`src/rtl/morton_leaf_reduction_top_macros.svh`:
```
// Assertion macros for the Morton leaf reduction block.
`ifndef MORTON_LEAF_REDUCTION_TOP_MACROS_SVH
`define MORTON_LEAF_REDUCTION_TOP_MACROS_SVH

`ifndef NO_ASSERTIONS

// Same-cycle implication, disabled during reset.
`define MLR_ASSERT_IMP(lbl, clk, rst_n, ante, cons) \
	lbl: assert property (@(posedge clk) disable iff (!rst_n) (ante) |-> (cons)) \
		else $error("implication check failed");

// Next-cycle implication, disabled during reset.
`define MLR_ASSERT_NXT(lbl, clk, rst_n, ante, cons) \
	lbl: assert property (@(posedge clk) disable iff (!rst_n) (ante) |=> (cons)) \
		else $error("next-cycle check failed");

`else

`define MLR_ASSERT_IMP(lbl, clk, rst_n, ante, cons)
`define MLR_ASSERT_NXT(lbl, clk, rst_n, ante, cons)

`endif

`endif

```
`src/rtl/mlr_pkg.sv`:
```
// Shared constants and controller command types of the Morton leaf reduction block.
package mlr_pkg;

	localparam int DEF_MAX_CODES = 1024;
	localparam int DEF_CODE_BITS = 32;

	// Fixed field widths of the stream items.
	localparam int CODE_W  = 32;
	localparam int FIELD_W = 11;
	localparam int LEVEL_W = 4;
	localparam int OUT_DATA_W = 24;

	// Input item kinds carried in tuser.
	localparam logic MODE_LOAD = 1'b0;
	localparam logic MODE_READ = 1'b1;

	// Operation the controller asks of the datapath in a cycle.
	typedef enum logic [2:0] {
		OP_NOP,
		OP_PASS,
		OP_FLUSH,
		OP_COMP,
		OP_FINISH
	} op_t;

	typedef struct packed {
		op_t  op;
		logic src_b;
		logic busy;
	} cmd_t;

endpackage

```
`src/rtl/mlr_ctl.sv`:
```
// Sequencer for the reduction passes and the final compaction sweep.
module mlr_ctl #(
	parameter int MAX_CODES = mlr_pkg::DEF_MAX_CODES
) (
	input  logic                             clk,
	input  logic                             arst_n,
	input  logic                             start,
	input  logic [mlr_pkg::LEVEL_W-1:0]      level,
	input  logic [$clog2(MAX_CODES+1)-1:0]   code_total,
	output mlr_pkg::cmd_t                    cmd,
	output logic [$clog2(MAX_CODES)-1:0]     addr
);
	import mlr_pkg::*;

	localparam int AW = $clog2(MAX_CODES);
	localparam int CW = $clog2(MAX_CODES + 1);

	typedef enum logic [2:0] {
		S_IDLE,
		S_PASS,
		S_PDRAIN,
		S_FLUSH,
		S_COMP,
		S_CDRAIN,
		S_FINISH
	} state_t;

	state_t             state_q;
	logic [AW-1:0]      addr_q;
	logic [LEVEL_W-1:0] pass_q;
	logic [LEVEL_W-1:0] level_q;
	logic               at_last;

	assign at_last = (addr_q == AW'(code_total - CW'(1)));
	assign addr    = addr_q;

	// State, sweep address and pass counter.
	always_ff @(posedge clk or negedge arst_n) begin
		if (!arst_n) begin
			state_q <= S_IDLE;
			addr_q  <= '0;
			pass_q  <= '0;
			level_q <= '0;
		end else begin
			case (state_q)
				S_IDLE: begin
					if (start) begin
						level_q <= level;
						pass_q  <= '0;
						addr_q  <= '0;
						state_q <= (level != '0) ? S_PASS : S_COMP;
					end
				end
				S_PASS: begin
					addr_q <= addr_q + AW'(1);
					if (at_last) begin
						state_q <= S_PDRAIN;
					end
				end
				S_PDRAIN: begin
					state_q <= S_FLUSH;
				end
				S_FLUSH: begin
					pass_q <= pass_q + LEVEL_W'(1);
					addr_q <= '0;
					state_q <= ((pass_q + LEVEL_W'(1)) == level_q) ? S_COMP : S_PASS;
				end
				S_COMP: begin
					addr_q <= addr_q + AW'(1);
					if (at_last) begin
						state_q <= S_CDRAIN;
					end
				end
				S_CDRAIN: begin
					state_q <= S_FINISH;
				end
				S_FINISH: begin
					state_q <= S_IDLE;
				end
				default: begin
					state_q <= S_IDLE;
				end
			endcase
		end
	end

	// Command decode; even passes read table A, the final table follows the level parity.
	always_comb begin
		cmd.busy  = (state_q != S_IDLE);
		cmd.src_b = (state_q == S_COMP) ? level_q[0] : pass_q[0];
		case (state_q)
			S_PASS:   cmd.op = OP_PASS;
			S_FLUSH:  cmd.op = OP_FLUSH;
			S_COMP:   cmd.op = OP_COMP;
			S_FINISH: cmd.op = OP_FINISH;
			default:  cmd.op = OP_NOP;
		endcase
	end

endmodule

```
`config.mk`:
```
export PLATFORM = sky130hd
export DESIGN_NAME = mlr_ctl
export DESIGN_NICKNAME = d
export VERILOG_FILES = /design/src/rtl/morton_leaf_reduction_top_macros.svh /design/src/rtl/mlr_pkg.sv /design/src/rtl/mlr_ctl.sv
export SDC_FILE = /design/constraint.sdc
export NUM_CORES = 1
export LEC_CHECK = 0
export BUFFER_PORTS_ARGS = -buffer_cell sky130_fd_sc_hd__buf_2
export CORE_AREA = 2 2 56 58
export CTS_CLUSTER_SIZE = 14
export DETAILED_ROUTE_END_ITERATION = 6
export DIE_AREA = 0 0 58 60
export PLACE_DENSITY = 0.76
export SYNTH_ARGS = -nofsm -noshare
export SYNTH_HDL_FRONTEND = slang
export SYNTH_SLANG_ARGS = --single-unit
```
`constraint.sdc`:
```
create_clock -name clk -period 2.3 [get_ports clk]
set_clock_uncertainty 0.1 [all_clocks]
set_input_delay 0.115 -clock clk [delete_from_list [all_inputs] [get_ports clk]]
set_output_delay 0.115 -clock clk [all_outputs]
set_load 0.02 [all_outputs]
```
==> out/results.env, run 1 <==
POST_CTS_HOLD_BUFFER_COUNT=5
SETUP.WORST_PATH.START_CLASS='flip-flop'
DRC=0
CLOCK_SINKS=21
SYNTH_AREA_LEADERS='sky130_fd_sc_hd__dfrtp_1 35%, sky130_fd_sc_hd__xnor2_1 7.7%, sky130_fd_sc_hd__xor2_1 5.9%'
FP.DIEAREA_UM2=3480
WORST_R2R_SETUP_SLACK_PS=120
INITIALDRTVIOLATIONCOUNT=42
CELLLEAKAGEPOWER_nW=0.819
SYNTH_SEQUENTIAL_AREA_RATIO_PCT=35.3
COMBINATIONALPOWERSHARE_PCT=50.2
CTS_RESIZED=0
PLACE_HPWL_MM=2.58
CRITICAL_PATH_DEPTH=6
CRITPATHLAUNCH='addr[9]$_DFFE_PN0P_'
TIMING.FINAL.MAX_SLEW_VIOLATIONS=0
INT_PWR_mW=0.945
FINALHOLDWORSTSLACK_PS=85.8
NUMPLACEDINSTANCES=233
RR_STARTPOINT='addr[9]$_DFFE_PN0P_'
NETLIST_INSTANCES=170
CRITPATHCAPTURETYPE='flip-flop'
VIAS=1380
FINAL.PERIOD_UTILIZATION_PCT=94.7
NUMBER_OF_PORT_BUFFERS=31
TNS_PS=0
WORST-PATH-BUF-INV=0
PIN_COUNT_OF_THE_BIGGEST_NET_ENTERING_GLOBAL_ROUTING=22
ASYNC_RESET_FF_SHARE_PCT=100
CORE_REGION_AREA_UM2=2900
LEADING_POST_SYNTHESIS_CELLS_BY_INSTANCE_COUNT='21 x sky130_fd_sc_hd__dfrtp_1, 20 x sky130_fd_sc_hd__nor2_1, 13 x sky130_fd_sc_hd__xnor2_1'
SYNTHMOSTINSTANTIATEDCELL='sky130_fd_sc_hd__dfrtp_1'
YS_WARN_COUNT=0
DISTINCT_CELL_TYPE_COUNT_AFTER_SYNTHESIS=44
ROUTE.FINAL.WIRE_LENGTH_MM=3.38
CPLARGESTDELAYFAMILY='simple AND/OR/NAND/NOR gates'
PATH_COMMON_CELL='sky130_fd_sc_hd__or3_1'
CP.REQUIRED_PS=2410
POST_LAYOUT_NONFILLER_INSTANCES=242
WIRE_PER_INST_UM=14.0
FINAL_PERIOD_MINUS_WORST_SETUP_SLACK_PS=2180
GRTUSAGETOTAL_PCT=21.0
GRT_PASS1_VIAS=1342
CLK_TRANSITION_REPORTED_PATHS_PS=120
LAYOUT.NETS=231
SETUP.WORST_PATH.CLASS='flip-flop to flip-flop'
MAXSLEWHEADROOM_PCT=54.9
CLOCK-ROOT-BUFFER='sky130_fd_sc_hd__clkbuf_4'
GRT_OVERFLOW=0
DEPTH_OF_THE_WORST_REGISTER_TO_REGISTER_PATH=6
INITIAL_ANTENNA_VIOLATION_COUNT=0
CTS_BUFFER_DEPTH=2
SYN_AVG_CELL_AREA_UM2=8.75
POWER.SWITCHING_FRACTION_PCT=45.2
CRITPATHSLOWESTCELL='sky130_fd_sc_hd__dfrtp_1'
SYNTH.TOP_CELL.AREA_SHARE_PCT=35.3
POST_CTS.REPAIR.SETUP_BUFFERS=0
WORST_SKEW_PAIR.LATE_LATENCY_PS=310
SYNTH_TOP_FAMILY_BY_AREA='simple AND/OR/NAND/NOR gates'
CTS_BUFFERS=3
TIMING.FINAL.SETUP_VIOLATIONS=0
POWER.DENSITY_nW_PER_UM2=975
YS_SEQ_ELEMENTS=21
DETAILEDROUTE.FIRSTPASSITERATIONCOUNT=4
RELATIVE_CONTRIBUTION_OF_THE_CLOCK_NETWORK_TO_TOTAL_POWER_PCT=10.8
TOTAL_STANDARD_CELL_AREA_AFTER_SYNTHESIS_UM2=1490
VDD.IR_DROP.WORST_uV=983
P_SEQ_SHARE_PCT=38.9
SYNTH_XOR_AREA_SHARE_PCT=13.5
PLACEMENT_ROWS=20
HOLD_VIOL=0
MULTIPLEXER_SHARE_OF_THE_SYNTHESIZED_AREA_PCT=5.13
GP_CONGESTION=0.837
POSTSYNTH.TOPFLOPCELL='sky130_fd_sc_hd__dfrtp_1'
AREAGROWTHSYNTHTOFINISH_PCT=18.8
WIRE_LENGTH_OF_THE_FIRST_GLOBAL_ROUTING_PASS_MM=5.63
ANTENNA-DIODE-COUNT=0
CRITICAL_PATH_ARRIVAL_PS=2290
CTSHTREEMAXLEVEL=1
YOSYSTOPAREACELL='sky130_fd_sc_hd__dfrtp_1'
SYNTH-COMPOUND-AREA-SHARE_PCT=17.4
SYN_NETS=191
CHIPHEIGHT_UM=60
SETUP_CRIT_END='state_q[0]$_DFFE_PN0P_'
CRITICAL_PATH.MAX_STAGE_DELAY_PS=440
NFILLCELLS=257
PIN_COUNT=33
ANTENNA_VIOLATING_NETS_POST_ROUTE=0
OUTCOME='finished, final reports clean'
SWITCHINGPOWER_mW=0.779
WORSTMARGINPINSLEW_PS=677
COUNT_OF_MAX_CAP_CONSTRAINT_VIOLATIONS=0
SYNTH_ENABLE_FLOP_CELLS=0
POST_ROUTE_CELLS_DRIVE_ABOVE_1_SHARE_PCT=23.0
RR_ENDPOINT='state_q[0]$_DFFE_PN0P_'
GRT_SETUP_UNREPAIRED='false'
SYNTH_SIMPLE_GATE_AREA_SHARE_PCT=22.3
CRITICAL_PATH.CELL_CHAIN='xor2_1 > or3_1 > or3_1 > a211oi_2 > a2bb2oi_1 > o221a_1'
TRITONCTS='done'
FLOORPLAN.INITIALDENSITY_PCT=51.3
DETAIL_ROUTE.VIAS_PER_CELL=5.70
DIE_W_UM=58
SYNTH_ADDER_AREA_SHARE_PCT=2.52
WORST-PATH-MAX-FANOUT=4
HOLD_PATH_CLASS='primary input to flip-flop'
MAX_FREQ_MHz=459
final cells by class:
class	count	area [µm²]	area share, %
Clock inverter	1	7.51	0.425
Sequential cell	21	526	29.7
Inverter	12	45.0	2.55
Timing Repair Buffer	38	220	12.5
Multi-Input combinational cell	134	906	51.2
Clock buffer	3	22.5	1.27
Tap cell	33	41.3	2.34
cells in the final DEF (no fill, tap or decap), drive strengths merged, types with 2 or more instances in the layout:
cell,count
nand4,3
nor2b,4
inv,12
a31oi,2
dlygate4sd3,5
dfrtp,21
or3,7
nand3,5
nor4,2
a21oi,11
xnor2,13
a211oi,2
ha,3
mux2i,2
nand2b,2
and3,2
nand2,12
nor3,3
o22ai,2
clkbuf,3
buf,33
xor2,10
nor2,20
o21ai,5
a21boi,2
mux2,5
tightest hold or removal path, cell delays in order:
cell and delay (ps):
sky130_fd_sc_hd__buf_2 110, sky130_fd_sc_hd__a31oi_1 90, sky130_fd_sc_hd__o22ai_1 140
metal layers:
layer / track usage [%] / wire length [µm] / vias to the layer above
met5: 0 / 0 / -
met4: 4.65 / 19 / 0
met3: 4.76 / 138 / 4
met2: 37.5 / 1680 / 31
met1: 25.9 / 1550 / 662
li1: - / - / 683
cells by family (layout without fill, tap and decap cells):
logic type	after synthesis	in the layout
compound gates	37	37
xor+xnor	23	23
fa+ha+maj	3	3
buf+inv	15	54
flops	21	21
mux	7	7
simple gates	64	64
sequential cells by signal, indices dropped and copies added, names as in the netlist:
| name | cells |
|---|---|
| state_q | 3 |
| addr | 10 |
| level_q | 4 |
| pass_q | 4 |
per-stage QoR:
| stage | power (mW) | util (%) | setup WS (ps) | cell area [µm²] |
|---|---|---|---|---|
| after detailed placement | 1.54 | 58.1 | 134 | 1690 |
| after CTS | 1.73 | 60.9 | 102 | 1770 |
| after global routing | 1.87 | 60.9 | 7.73 | 1770 |
| after floorplan | 1.28 | - | 187 | 1490 |
| final | 1.72 | 60.9 | 122 | 1770 |
| after global placement | 1.50 | 58.1 | 184 | 1690 |
power by group through the flow:
stage	registers, mW	clock network, mW	logic, mW
3_5_place_dp	0.677	0	0.858
6_report	0.672	0.187	0.866
4_1_cts	0.671	0.190	0.866
3_3_place_gp	0.670	0	0.828
2_1_floorplan	0.652	0	0.632
5_1_grt	0.697	0.210	0.964
worst min-delay path by stage:
stage	from	to	slack (ps)	cells after the start
floorplan	arst_n	addr[0]$_DFFE_PN0P_	-280	0
global placement	arst_n	addr[9]$_DFFE_PN0P_	-10	1
detailed placement	arst_n	addr[7]$_DFFE_PN0P_	-8	1
CTS	start	state_q[2]$_DFFE_PN0P_	70	3
global route	start	state_q[2]$_DFFE_PN0P_	90	3
finish	start	state_q[2]$_DFFE_PN0P_	90	3
Note: power is estimated with default switching activity, not from simulation.
==> inputs of run 2 (changes only) <==
--- a/config.mk
+++ b/config.mk
@@ -5,12 +5,14 @@
 export SDC_FILE = /design/constraint.sdc
 export NUM_CORES = 1
 export LEC_CHECK = 0
-export BUFFER_PORTS_ARGS = -buffer_cell sky130_fd_sc_hd__buf_2
+export CAP_MARGIN = 20
 export CORE_AREA = 2 2 56 58
 export CTS_CLUSTER_SIZE = 14
 export DETAILED_ROUTE_END_ITERATION = 6
 export DIE_AREA = 0 0 58 60
-export PLACE_DENSITY = 0.76
+export DONT_BUFFER_PORTS = 1
+export HOLD_SLACK_MARGIN = 0.1
+export PLACE_DENSITY = 0.66
 export SYNTH_ARGS = -nofsm -noshare
 export SYNTH_HDL_FRONTEND = slang
 export SYNTH_SLANG_ARGS = --single-unit
==> out/results.env, run 2 (synthesis results as in run 1) <==
MAXSLEWHEADROOM_PCT=65.3  # +10 points
SETUP.WORST_PATH.START_CLASS='flip-flop'
MIN_FROM='code_total[0]'
CTS_BUFFER_DEPTH=2  # unchanged
POWER.DENSITY_nW_PER_UM2=992  # +1.7%
TRITONCTS='done'
CTSHTREEMAXLEVEL=1  # unchanged
DEPTH_OF_THE_WORST_REGISTER_TO_REGISTER_PATH=6  # unchanged
POST_LAYOUT_NONFILLER_INSTANCES=220  # -9.1%
WORST_R2R_SETUP_SLACK_PS=140  # about the same
FLOORPLAN.INITIALDENSITY_PCT=51.3  # unchanged
DETAILEDROUTE.FIRSTPASSITERATIONCOUNT=4  # unchanged
CLOCK-ROOT-BUFFER='sky130_fd_sc_hd__clkbuf_4'
PLACEMENT_ROWS=20  # unchanged
WIRE_PER_INST_UM=15.8  # +13%
NUMPLACEDINSTANCES=208  # -11%
CELLLEAKAGEPOWER_nW=0.735  # -10%
WORSTHOLDPATHCELLS=5  # +2
POST_CTS.REPAIR.SETUP_BUFFERS=0  # unchanged
TNS_PS=0  # unchanged
PIN_COUNT_OF_THE_BIGGEST_NET_ENTERING_GLOBAL_ROUTING=22  # unchanged
WORST_SLACK_PS=135  # +13.7 ps
NFILLCELLS=272  # +5.8%
HOLD_PATH_CLASS='primary input to flip-flop'
CP.REQUIRED_PS=2400  # about the same
FINAL_PERIOD_MINUS_WORST_SETUP_SLACK_PS=2160  # -13.7 ps
ANTENNA_VIOLATING_NETS_POST_ROUTE=0  # unchanged
INITIAL_ANTENNA_VIOLATION_COUNT=0  # unchanged
PLACEMENT.SETUP.WORST_SLACK_PS=126  # -8.81 ps
DETAIL_ROUTE.VIAS_PER_CELL=5.86  # +2.8%
RR_STARTPOINT='addr[9]$_DFFE_PN0P_'
TIMING.FINAL.MAX_SLEW_VIOLATIONS=0  # unchanged
CHIPHEIGHT_UM=60  # unchanged
WORST_SKEW_PAIR.LATE_LATENCY_PS=310  # about the same
NUMBER_OF_PORT_BUFFERS=0  # -100%
DIE_W_UM=58  # unchanged
INITIALDRTVIOLATIONCOUNT=75  # +79%
LEADING_CELL_TYPE_IN_THE_LAYOUT_FILL_AND_TAPS_EXCLUDED='sky130_fd_sc_hd__dfrtp_1'
SETUP.WORST_PATH.CLASS='flip-flop to flip-flop'
FINAL.PERIOD_UTILIZATION_PCT=94.1  # -0.60 points
COUNT_OF_MAX_CAP_CONSTRAINT_VIOLATIONS=0  # unchanged
CRITPATHCAPTURETYPE='flip-flop'
LARGEST_REG_FLOPS=10  # unchanged
FINAL_CORE_UTILIZATION_PCT=58.6  # -2.3 points
VDD.IR_DROP.WORST_uV=661  # -33%
HOLD_END='state_q[1]$_DFFE_PN0P_'
MAX_FREQ_MHz=462  # +0.63%
CLOCK_SINKS=21  # unchanged
CORE_REGION_AREA_UM2=2900  # unchanged
ROUTE.FINAL.WIRE_LENGTH_MM=3.47  # +2.5%
WORSTMARGINPINSLEW_PS=518  # -159 ps
CTS_BUFFERS=3  # unchanged
RR_ENDPOINT='state_q[0]$_DFFE_PN0P_'
WORST-PATH-MAX-FANOUT=4  # unchanged
GRT_PASS1_VIAS=1318  # -1.8%
FP.DIEAREA_UM2=3480  # unchanged
CRITICAL_PATH_ARRIVAL_PS=2270  # -20 ps
GP_CONGESTION=0.844  # +0.88%
POST_ROUTE_CELLS_DRIVE_ABOVE_1_SHARE_PCT=12.3  # -11 points
PLACE_HPWL_MM=2.61  # +0.89%
DRC=0  # unchanged
TIMING.FINAL.SETUP_VIOLATIONS=0  # unchanged
AREAGROWTHSYNTHTOFINISH_PCT=14.4
MOST-COMMON-LAYOUT-CELLS='21 x sky130_fd_sc_hd__dfrtp_1, 20 x sky130_fd_sc_hd__nor2_1, 13 x sky130_fd_sc_hd__xnor2_1'
GRT_SETUP_UNREPAIRED='false'
OUTCOME='finished, final reports clean'
PIN_COUNT=33  # unchanged
CLK_TRANSITION_REPORTED_PATHS_PS=110  # about the same
GRTUSAGETOTAL_PCT=22.1  # +1.1 points
ANTENNA-DIODE-COUNT=0  # unchanged
LAYOUT.NETS=209  # -9.5%
WIRE_LENGTH_OF_THE_FIRST_GLOBAL_ROUTING_PASS_MM=5.84  # +3.7%
GRT_OVERFLOW=0  # unchanged
VIAS=1290  # -6.5%
HOLD_VIOL=0  # unchanged
[run 2: cell type report]
class	count	area, µm²	area share, %
Multi-Input combinational cell	134	906	53.2
Sequential cell	21	526	30.9
Timing Repair Buffer	16	158	9.26
Inverter	12	45.0	2.65
Tap cell	33	41.3	2.43
Clock buffer	4	26.3	1.54
[run 2: repair_timing]
| action | CTS | global route |
|---|---|---|
| resized for setup | 0 | 0 |
| hold endpoints to repair | 34 | 1 |
| hold buffers | 6 | 1 |
[run 2: how the worst max path moves through the flow]
stage,startpoint,to,slack [ps],cells past startpoint
finish,addr[9]$_DFFE_PN0P_,state_q[0]$_DFFE_PN0P_,140,6
global route,addr[9]$_DFFE_PN0P_,state_q[0]$_DFFE_PN0P_,20,6
CTS,addr[9]$_DFFE_PN0P_,state_q[0]$_DFFE_PN0P_,120,6
detailed placement,addr[9]$_DFFE_PN0P_,state_q[0]$_DFFE_PN0P_,130,6
global placement,addr[9]$_DFFE_PN0P_,state_q[0]$_DFFE_PN0P_,210,6
floorplan,addr[9]$_DFFE_PN0P_,state_q[0]$_DFFE_PN0P_,190,6
[run 2: through the flow]
stage               area, µm²  power (mW)  hold WS (ps)
floorplan                1490        1.28          -281
global placement         1580        1.46          -280
detailed placement       1580        1.49          -280
CTS                      1660        1.69           143
global route             1700        1.82           221
finish                   1700        1.69           154
[run 2: metal layers]
metal  global-route usage, %  wire (µm)  vias to the layer above  share of wire [%]
met5                       0          0                        -                  0
met4                    8.64         81                        0                2.3
met3                    4.98        192                        7                5.5
met1                    26.3       1500                      607                 43
met2                    39.0       1690                       36                 49
li1                        -          -                      640                  -
[run 2: power breakdown]
part	internal, mW	switching (mW)
sequential	0.487	0.211
combinational	0.376	0.431
clock	0.0678	0.115
[run 2: worst max-delay path, cell delays in order (launching register included)]
cell and delay, ps:
sky130_fd_sc_hd__dfrtp_1 400, sky130_fd_sc_hd__xor2_1 210, sky130_fd_sc_hd__or3_1 360, sky130_fd_sc_hd__or3_1 330
sky130_fd_sc_hd__a211oi_2 320, sky130_fd_sc_hd__a2bb2oi_1 110, sky130_fd_sc_hd__o221a_1 240
